===== src/hw/rtl/cbmsi_pkg.sv =====
`default_nettype none

package cbmsi_pkg;

    // Item kinds carried in the mode field
    typedef enum logic [1:0] {
        MODE_CPU_WRITE  = 2'd0,
        MODE_SCANLINE   = 2'd1,
        MODE_PRG_LOOKUP = 2'd2,
        MODE_CHR_LOOKUP = 2'd3
    } t_mode;

    typedef struct packed {
        t_mode       mode;
        logic [15:0] address;
        logic [7:0]  write_data;
        logic [8:0]  scanline;
    } t_in_word;

    typedef struct packed {
        logic        irq_line;
        logic        mirroring;
        logic [18:0] rom_address;
        logic        address_hit;
    } t_out_word;

    typedef struct packed {
        logic       has_irq;
        logic [4:0] prg_size_log2;
        logic [4:0] chr_size_log2;
    } t_cfg;

    // Configuration register indexes
    localparam logic [1:0] CFG_HAS_IRQ       = 2'd0;
    localparam logic [1:0] CFG_PRG_SIZE_LOG2 = 2'd1;
    localparam logic [1:0] CFG_CHR_SIZE_LOG2 = 2'd2;

    localparam logic [4:0] SIZE_LOG2_RESET   = 5'd17;
    localparam logic [4:0] PRG_LOG2_MIN      = 5'd13;
    localparam logic [4:0] PRG_LOG2_MAX      = 5'd19;
    localparam logic [4:0] CHR_LOG2_MIN      = 5'd10;
    localparam logic [4:0] CHR_LOG2_MAX      = 5'd19;

    localparam logic [8:0] SCANLINE_LIMIT    = 9'd240;

    // CPU register decode
    localparam logic [15:0] DECODE_MASK_IRQ   = 16'hE003;
    localparam logic [15:0] DECODE_MASK_PLAIN = 16'hA003;
    localparam logic [15:0] ADDR_PRG0         = 16'h8000;
    localparam logic [15:0] ADDR_PRG1         = 16'h8001;
    localparam logic [15:0] ADDR_CHR2K0       = 16'h8002;
    localparam logic [15:0] ADDR_CHR2K1       = 16'h8003;
    localparam logic [15:0] ADDR_CHR1K0       = 16'hA000;
    localparam logic [15:0] ADDR_CHR1K1       = 16'hA001;
    localparam logic [15:0] ADDR_CHR1K2       = 16'hA002;
    localparam logic [15:0] ADDR_CHR1K3       = 16'hA003;
    localparam logic [15:0] ADDR_IRQ_LATCH    = 16'hC000;
    localparam logic [15:0] ADDR_IRQ_RELOAD   = 16'hC001;
    localparam logic [15:0] ADDR_IRQ_ENABLE   = 16'hC002;
    localparam logic [15:0] ADDR_IRQ_DISABLE  = 16'hC003;
    localparam logic [15:0] ADDR_MIRROR       = 16'hE000;

    localparam logic [5:0]  PRG_SEL_MASK      = 6'h3F;

    function automatic logic [4:0] clamp_log2(input logic [4:0] v,
                                              input logic [4:0] lo,
                                              input logic [4:0] hi);
        logic [4:0] r;
        r = v;
        if (v < lo) r = lo;
        else if (v > hi) r = hi;
        return r;
    endfunction

endpackage

`default_nettype wire


===== src/hw/rtl/cartridge_bank_mapper_scanline_irq_unit.sv =====
// Cartridge bank mapper with optional scanline interrupt.
// Input channel (i_in_valid / o_in_stall / i_in_word) takes one word per item:
// a CPU register write, a scanline tick, a program lookup or a pattern lookup.
// Output channel (o_out_valid / i_out_stall / o_out_word) returns exactly one
// word per item, in order: IRQ level and mirroring bit after the item, and the
// translated ROM byte address with a hit flag for lookups.
// The item's bank state update and translation are one combinational pass from
// the input port into the result register.
// Throughput is one item per clock while the receiver takes words; the rate is
// set by that single pass and the one-word output register.
// When the receiver stalls, the held result stays on o_out_word and one more
// word lands in a skid register; o_in_stall rises only while the skid is full.
// Configuration (i_cfg_wr_en, i_cfg_index, i_cfg_data) writes has_irq and the
// program / pattern ROM size; write it only while the block is idle.
// Synchronous reset clears all bank selects and IRQ state, sets both ROM sizes
// to 128 KiB, selects the plain variant and empties both output stages.
`default_nettype none

module cartridge_bank_mapper_scanline_irq_unit (
    input  wire logic                 i_clk,
    input  wire logic                 i_rst_n,
    input  wire logic                 i_cfg_wr_en,
    input  wire logic [1:0]           i_cfg_index,
    input  wire logic [4:0]           i_cfg_data,
    input  wire logic                 i_in_valid,
    input  wire cbmsi_pkg::t_in_word  i_in_word,
    output logic                      o_in_stall,
    output logic                      o_out_valid,
    input  wire logic                 i_out_stall,
    output cbmsi_pkg::t_out_word      o_out_word
);
    import cbmsi_pkg::*;

    t_cfg      r_cfg;
    t_out_word r_out;
    t_out_word r_skid;
    logic      r_out_valid;
    logic      r_skid_valid;

    t_out_word result;
    logic      in_accept;
    logic      out_free;

    // Accept whenever the skid is empty; the output register drains it first
    assign in_accept = i_in_valid && !r_skid_valid;
    assign out_free  = !r_out_valid || !i_out_stall;

    cbmsi_mapper u_mapper (
        .i_clk    (i_clk),
        .i_rst_n  (i_rst_n),
        .i_accept (in_accept),
        .i_item   (i_in_word),
        .i_cfg    (r_cfg),
        .o_result (result)
    );

    // Configuration registers; indexes past the list are dropped
    always_ff @(posedge i_clk) begin
        if (!i_rst_n) begin
            r_cfg.has_irq       <= 1'b0;
            r_cfg.prg_size_log2 <= SIZE_LOG2_RESET;
            r_cfg.chr_size_log2 <= SIZE_LOG2_RESET;
        end else if (i_cfg_wr_en) begin
            case (i_cfg_index)
                CFG_HAS_IRQ:       r_cfg.has_irq       <= i_cfg_data[0];
                CFG_PRG_SIZE_LOG2: r_cfg.prg_size_log2 <= i_cfg_data;
                CFG_CHR_SIZE_LOG2: r_cfg.chr_size_log2 <= i_cfg_data;
                default: ;
            endcase
        end
    end

    // Output register and skid: control flags
    always_ff @(posedge i_clk) begin
        if (!i_rst_n) begin
            r_out_valid  <= 1'b0;
            r_skid_valid <= 1'b0;
        end else if (out_free) begin
            // Advance the skid word first; no new word is taken in that cycle
            r_out_valid  <= r_skid_valid || in_accept;
            r_skid_valid <= 1'b0;
        end else if (in_accept) begin
            r_skid_valid <= 1'b1;
        end
    end

    // Output register and skid: payload
    always_ff @(posedge i_clk) begin
        if (out_free) begin
            r_out <= r_skid_valid ? r_skid : result;
        end else if (in_accept) begin
            r_skid <= result;
        end
    end

    assign o_in_stall  = r_skid_valid;
    assign o_out_valid = r_out_valid;
    assign o_out_word  = r_out;

endmodule

`default_nettype wire


===== src/hw/rtl/cbmsi_mapper.sv =====
`default_nettype none

module cbmsi_mapper (
    input  wire logic               i_clk,
    input  wire logic               i_rst_n,
    input  wire logic               i_accept,
    input  wire cbmsi_pkg::t_in_word i_item,
    input  wire cbmsi_pkg::t_cfg    i_cfg,
    output cbmsi_pkg::t_out_word    o_result
);
    import cbmsi_pkg::*;

    logic [5:0] r_prg_sel [2];
    logic [7:0] r_chr2k_sel [2];
    logic [7:0] r_chr1k_sel [4];
    logic       r_mirror;
    logic [7:0] r_irq_latch;
    logic [7:0] r_irq_count;
    logic       r_irq_enable;
    logic       r_irq_reload;
    logic       r_irq_pending;

    logic [5:0] n_prg_sel [2];
    logic [7:0] n_chr2k_sel [2];
    logic [7:0] n_chr1k_sel [4];
    logic       n_mirror;
    logic [7:0] n_irq_latch;
    logic [7:0] n_irq_count;
    logic       n_irq_enable;
    logic       n_irq_reload;
    logic       n_irq_pending;

    logic [4:0]  prg_log2;
    logic [4:0]  chr_log2;
    logic [2:0]  prg_shift;
    logic [5:0]  prg_mask;
    logic [5:0]  prg_bank;
    logic [18:0] chr_mask;
    logic [18:0] chr_full;
    logic [15:0] dec_irq;
    logic [15:0] dec_plain;
    logic [7:0]  wd;

    // Bank translation
    always_comb begin
        prg_log2  = clamp_log2(i_cfg.prg_size_log2, PRG_LOG2_MIN, PRG_LOG2_MAX);
        chr_log2  = clamp_log2(i_cfg.chr_size_log2, CHR_LOG2_MIN, CHR_LOG2_MAX);
        prg_shift = 3'(prg_log2 - PRG_LOG2_MIN);
        prg_mask  = 6'((7'd1 << prg_shift) - 7'd1);
        chr_mask  = 19'((20'd1 << chr_log2) - 20'd1);
        case (i_item.address[14:13])
            2'd0:    prg_bank = r_prg_sel[0];
            2'd1:    prg_bank = r_prg_sel[1];
            2'd2:    prg_bank = prg_mask & 6'b111110;   // second-to-last, or 0
            default: prg_bank = prg_mask;               // last bank
        endcase
        prg_bank = prg_bank & prg_mask;
        if (!i_item.address[12]) begin
            chr_full = {r_chr2k_sel[i_item.address[11]], i_item.address[10:0]};
        end else begin
            chr_full = {1'b0, r_chr1k_sel[i_item.address[11:10]], i_item.address[9:0]};
        end
    end

    // Next state
    always_comb begin
        n_prg_sel     = r_prg_sel;
        n_chr2k_sel   = r_chr2k_sel;
        n_chr1k_sel   = r_chr1k_sel;
        n_mirror      = r_mirror;
        n_irq_latch   = r_irq_latch;
        n_irq_count   = r_irq_count;
        n_irq_enable  = r_irq_enable;
        n_irq_reload  = r_irq_reload;
        n_irq_pending = r_irq_pending;
        wd            = i_item.write_data;
        dec_irq       = i_item.address & DECODE_MASK_IRQ;
        dec_plain     = i_item.address & DECODE_MASK_PLAIN;
        if (i_accept) begin
            case (i_item.mode)
                MODE_CPU_WRITE: begin
                    if (i_cfg.has_irq) begin
                        case (dec_irq)
                            ADDR_PRG0:        n_prg_sel[0] = wd[5:0] & PRG_SEL_MASK;
                            ADDR_PRG1:        n_prg_sel[1] = wd[5:0] & PRG_SEL_MASK;
                            ADDR_CHR2K0:      n_chr2k_sel[0] = wd;
                            ADDR_CHR2K1:      n_chr2k_sel[1] = wd;
                            ADDR_CHR1K0, ADDR_CHR1K1, ADDR_CHR1K2, ADDR_CHR1K3:
                                n_chr1k_sel[i_item.address[1:0]] = wd;
                            ADDR_IRQ_LATCH:   n_irq_latch = wd;
                            ADDR_IRQ_RELOAD: begin
                                n_irq_count  = '0;
                                n_irq_reload = 1'b1;
                            end
                            ADDR_IRQ_ENABLE:  n_irq_enable = 1'b1;
                            ADDR_IRQ_DISABLE: begin
                                n_irq_enable  = 1'b0;
                                n_irq_pending = 1'b0;
                            end
                            ADDR_MIRROR:      n_mirror = wd[6];
                            default: ;
                        endcase
                    end else begin
                        case (dec_plain)
                            ADDR_PRG0: begin
                                n_mirror     = wd[6];
                                n_prg_sel[0] = wd[5:0] & PRG_SEL_MASK;
                            end
                            ADDR_PRG1:   n_prg_sel[1] = wd[5:0] & PRG_SEL_MASK;
                            ADDR_CHR2K0: n_chr2k_sel[0] = wd;
                            ADDR_CHR2K1: n_chr2k_sel[1] = wd;
                            ADDR_CHR1K0, ADDR_CHR1K1, ADDR_CHR1K2, ADDR_CHR1K3:
                                n_chr1k_sel[i_item.address[1:0]] = wd;
                            default: ;
                        endcase
                    end
                end
                MODE_SCANLINE: begin
                    if (i_cfg.has_irq && (i_item.scanline < SCANLINE_LIMIT)) begin
                        if ((r_irq_count == 8'd0) || r_irq_reload) begin
                            n_irq_count  = r_irq_latch;
                            n_irq_reload = 1'b0;
                        end else begin
                            n_irq_count = r_irq_count - 8'd1;
                        end
                        if ((n_irq_count == 8'd0) && r_irq_enable) n_irq_pending = 1'b1;
                    end
                end
                default: ;
            endcase
        end
    end

    // Result word for the item being accepted
    always_comb begin
        o_result             = '0;
        o_result.irq_line    = n_irq_pending;
        o_result.mirroring   = n_mirror;
        case (i_item.mode)
            MODE_PRG_LOOKUP: begin
                if (i_item.address[15]) begin
                    o_result.rom_address = {prg_bank, i_item.address[12:0]};
                    o_result.address_hit = 1'b1;
                end
            end
            MODE_CHR_LOOKUP: begin
                if (i_item.address[15:13] == 3'd0) begin
                    o_result.rom_address = chr_full & chr_mask;
                    o_result.address_hit = 1'b1;
                end
            end
            default: ;
        endcase
    end

    always_ff @(posedge i_clk) begin
        if (!i_rst_n) begin
            r_prg_sel     <= '{default: '0};
            r_chr2k_sel   <= '{default: '0};
            r_chr1k_sel   <= '{default: '0};
            r_mirror      <= 1'b0;
            r_irq_latch   <= '0;
            r_irq_count   <= '0;
            r_irq_enable  <= 1'b0;
            r_irq_reload  <= 1'b0;
            r_irq_pending <= 1'b0;
        end else begin
            r_prg_sel     <= n_prg_sel;
            r_chr2k_sel   <= n_chr2k_sel;
            r_chr1k_sel   <= n_chr1k_sel;
            r_mirror      <= n_mirror;
            r_irq_latch   <= n_irq_latch;
            r_irq_count   <= n_irq_count;
            r_irq_enable  <= n_irq_enable;
            r_irq_reload  <= n_irq_reload;
            r_irq_pending <= n_irq_pending;
        end
    end

endmodule

`default_nettype wire


===== config.mk =====
export PLATFORM = sky130hd
export DESIGN_NAME = cartridge_bank_mapper_scanline_irq_unit
export DESIGN_NICKNAME = d
export VERILOG_FILES = /design/src/hw/rtl/cbmsi_pkg.sv /design/src/hw/rtl/cartridge_bank_mapper_scanline_irq_unit.sv /design/src/hw/rtl/cbmsi_mapper.sv
export SDC_FILE = /design/constraint.sdc
export NUM_CORES = 1
export LEC_CHECK = 0
export BUFFER_PORTS_ARGS = -buffer_cell sky130_fd_sc_hd__buf_2
export CAP_MARGIN = 20
export CORE_UTILIZATION = 50
export CTS_CLUSTER_DIAMETER = 50
export DETAILED_ROUTE_END_ITERATION = 10
export PLACE_DENSITY_LB_ADDON = 0.25
export SLEW_MARGIN = 20
export SYNTH_ARGS = -nofsm -noshare
export SYNTH_HDL_FRONTEND = slang
export SYNTH_SLANG_ARGS = --single-unit
export TNS_END_PERCENT = 10

===== constraint.sdc =====
create_clock -name i_clk -period 5 [get_ports i_clk]
set_clock_uncertainty 0.2 [all_clocks]
set_input_delay 0.5 -clock i_clk [delete_from_list [all_inputs] [get_ports i_clk]]
set_output_delay 0.5 -clock i_clk [all_outputs]
set_load 0.005 [all_outputs]

==> flow_metrics.env <==
export IMPL_crit_chain="nor3b_2 > nand4_1 > nor3_2 > mux2i_1 > nor2_1"
export IMPL_synth_area_leaders="dfxtp_1 (29%), edfxtp_1 (21%), mux2i_1 (9.4%)"
export IMPL_vias=4886
export IMPL_max_slew_margin_pct=36.9
export IMPL_netlist_instances=632
export IMPL_worst_slack_ns=1.75
export IMPL_seq_area_frac_synth_pct=49.7
export IMPL_ys_flop_type="dfxtp_1"
export IMPL_timing_final_hold_violations=0
export IMPL_placed_cells=825
export IMPL_io_pins=71
export IMPL_nets=727
export IMPL_dp_hpwl_um=10100
export IMPL_n_antenna_cell=0
export IMPL_pwr_share_comb_pct=5.8
export IMPL_root_buffer="clkbuf_16"
export IMPL_grt_max_degree=60
export IMPL_routed_wirelength_um=14800
export IMPL_firstDrtPassIters=5
export IMPL_crit_arrival_ns=3.33
export IMPL_place_ws_ns=1.65
export IMPL_via_per_inst=5.70
export IMPL_leakagePower_nw=2.86
export IMPL_cts_resized=0
export IMPL_placed_area_um2=6800
export IMPL_fp_dieW_um=115
export IMPL_min_path_type="in2reg"
export IMPL_clockBufferDepth=2
export IMPL_core_area_um2=12300
export IMPL_yosys_cell_types_count=64
export IMPL_register_area_um2=3180
export IMPL_outcome="finished, final reports clean"
export IMPL_synth_edf_count=44
export IMPL_rsz0062_at_grt="no"
export IMPL_synthArstFlopShare_pct=0
export IMPL_critPathLaunchType="flip-flop"
export IMPL_pwr_share_seq_pct=47.0
export IMPL_crit_type="reg2reg"
export IMPL_holdWs_ns=0.121
export IMPL_min_period_ns=3.25
export IMPL_drt_first_iter_violations=353
export IMPL_h_tree_depth=4
export IMPL_num_rows=40
export IMPL_path_max_fanout=20
export IMPL_insertion_delay_ns=0.42
export IMPL_place_congestion=0.834
export IMPL_cp_end_kind="flip-flop"
export IMPL_intPower_mw=1.96
export IMPL_swShare_pct=22.4
export IMPL_antenna_left=0
export IMPL_syn_avg_cell_area_um2=10.1
export IMPL_cts_tree="built"
export IMPL_multi_input_area_um2=3020
export IMPL_gr_total_overflow=0
export IMPL_p_per_area_nw_per_um2=342
export IMPL_crit_required_ns=5.08
export IMPL_p_sw_mw=0.563
export IMPL_stdcell_count=857
export IMPL_fin_crit_sh_pct=65.0
export IMPL_path_clk_slew_ns=0.06
export IMPL_grt_pass1_wl_um=24100
export IMPL_syn_to_final_growth_pct=15.1
export IMPL_die_area_um2=13300
export IMPL_slowest_stage="nor3_2"
export IMPL_yosysWarnings=0
export IMPL_ctsHoldBuffers=0
export IMPL_die_h_um=115
export IMPL_vdd_ir_drop_max_mv=0.232
export IMPL_nFillCells=1014
export IMPL_post_route_cells_drive_above_1_share_pct=21.2
export IMPL_avgRoutedWirePerCell_um=17.3
export IMPL_finalMaxSlewViolations=0
export IMPL_grt_use_total_pct=23.8
export IMPL_antenna_found_initial=0
export IMPL_power_frac_clock_pct=47.1
export IMPL_critPathMaxStageDelay_ns=0.97
export IMPL_synth_top_area_share_pct=29.1
export IMPL_synthesis_area_um2=6400
export IMPL_drv_cap=0
export IMPL_finalSetupTns_ns=0
export IMPL_drc_errors=0
export IMPL_setup_violations=0
export IMPL_grt_pass1_vias=4779
export IMPL_synth_area_leader_cell="dfxtp_1"
export IMPL_placement_io_buffers=66
export IMPL_stdcell_area_um2=7370
export IMPL_synth_seq_cells=137
export IMPL_max_slew_worst_pin_slew_ns=0.945
export IMPL_start_util_pct=52.2
export IMPL_cts_setup_buffers=0
export IMPL_cts_buffers=17
export IMPL_max_freq_mhz=308
export IMPL_numClockSinks=137
[placed cells by master (no fill, tap or decap), drive strengths merged, types with 4 or more instances in the layout]
| cell type | count |
|---|---|
| dfxtp | 93 |
| buf | 70 |
| nor2 | 62 |
| mux2i | 60 |
| nand2 | 59 |
| a21oi | 50 |
| edfxtp | 44 |
| mux2 | 25 |
| o21ai | 25 |
| nand3 | 21 |
| clkbuf | 19 |
| nor3 | 10 |
| nand2b | 9 |
| nor2b | 9 |
| inv | 9 |
| nor3b | 9 |
| and2 | 8 |
| clkinv | 8 |
| mux4 | 7 |
| nand4 | 6 |
| nand3b | 6 |
| o21a | 5 |
| o211ai | 5 |
| o31ai | 5 |
| xor2 | 4 |
| a21boi | 4 |
| ha | 4 |
[area by class of cell]
class	count	share of cell area [%]
Tap cell	168	2.85
Clock buffer	19	5.88
Sequential cell	137	43.2
Inverter	9	0.459
Multi-Input combinational cell	441	40.9
Timing Repair Buffer	70	4.89
Clock inverter	13	1.77
[Yosys cell counts, drive strengths merged (6+ instances only)]
cell type	n
dfxtp	93
nor2	62
mux2i	60
nand2	59
a21oi	50
edfxtp	44
clkbuf	38
mux2	25
o21ai	25
nand3	21
nor3	10
nand2b	9
nor2b	9
nor3b	9
and2	8
buf	8
inv	8
mux4	7
nand3b	6
nand4	6
[routing by layer]
metal / GRT usage, % / vias up / wire (um)
li1: - / 2368 / -
met1: 30.6 / 2315 / 6620
met2: 38.9 / 181 / 7040
met3: 5.90 / 22 / 872
met4: 8.92 / 0 / 270
met5: 0 / - / 0
[state kept, by name, summed over array words and instances (netlist names), 8 cells and up]
register	cells
u_mapper.r_chr2k_sel	16
o_out_word	22
u_mapper.r_chr1k_sel	32
r_skid	22
u_mapper.r_irq_latch	8
u_mapper.r_irq_count	8
u_mapper.r_prg_sel	12
r_cfg	11
[path summary, 6_finish.rpt]
path | from | to | slack, ns | depth (start not counted)
worst max-delay path | o_in_stall | u_mapper.r_chr1k_sel[24] | 1.75 | 5
worst min register to register | u_mapper.r_prg_sel[9] | u_mapper.r_prg_sel[9] | 0.26 | 2
worst max register to register | o_in_stall | u_mapper.r_chr1k_sel[24] | 1.75 | 5
worst min-delay path | i_cfg_data[4] | r_cfg[4] | 0.12 | 3
[critical path, delay by kind of cell, from the launching register on]
family,cells,cell delay [ns]
DFF,1,0.44
and+or+nand+nor,4,2.18
muxes,1,0.29
[kinds of logic (layout without fill, tap and decap cells)]
family	count (synthesis)	after routing	share of synthesized area, %
compound gates	123	123	11.9
buf+inv	55	111	3.38
xor+xnor	7	7	0.958
fa+ha+maj	4	4	0.782
flops	137	137	49.7
other cells	1	2	0.0586
mux	92	92	16.3
simple gates	213	213	16.8
[metrics by stage]
step                      power, mW  utilization (%)
after global routing           2.60             60.1
final                          2.52             60.1
after global placement         1.35             55.4
after CTS                      2.54             60.0
after floorplan                1.29                -
after detailed placement       1.35             55.4
[power groups by stage]
stage	Clock, mW	Sequential (mW)	Combinational, mW
final	1.19	1.18	0.147
after floorplan	0	1.21	0.0884
after detailed placement	0	1.21	0.144
after global routing	1.25	1.19	0.161
after global placement	0	1.21	0.141
after CTS	1.21	1.18	0.145
(Power assumes the default switching activity.)
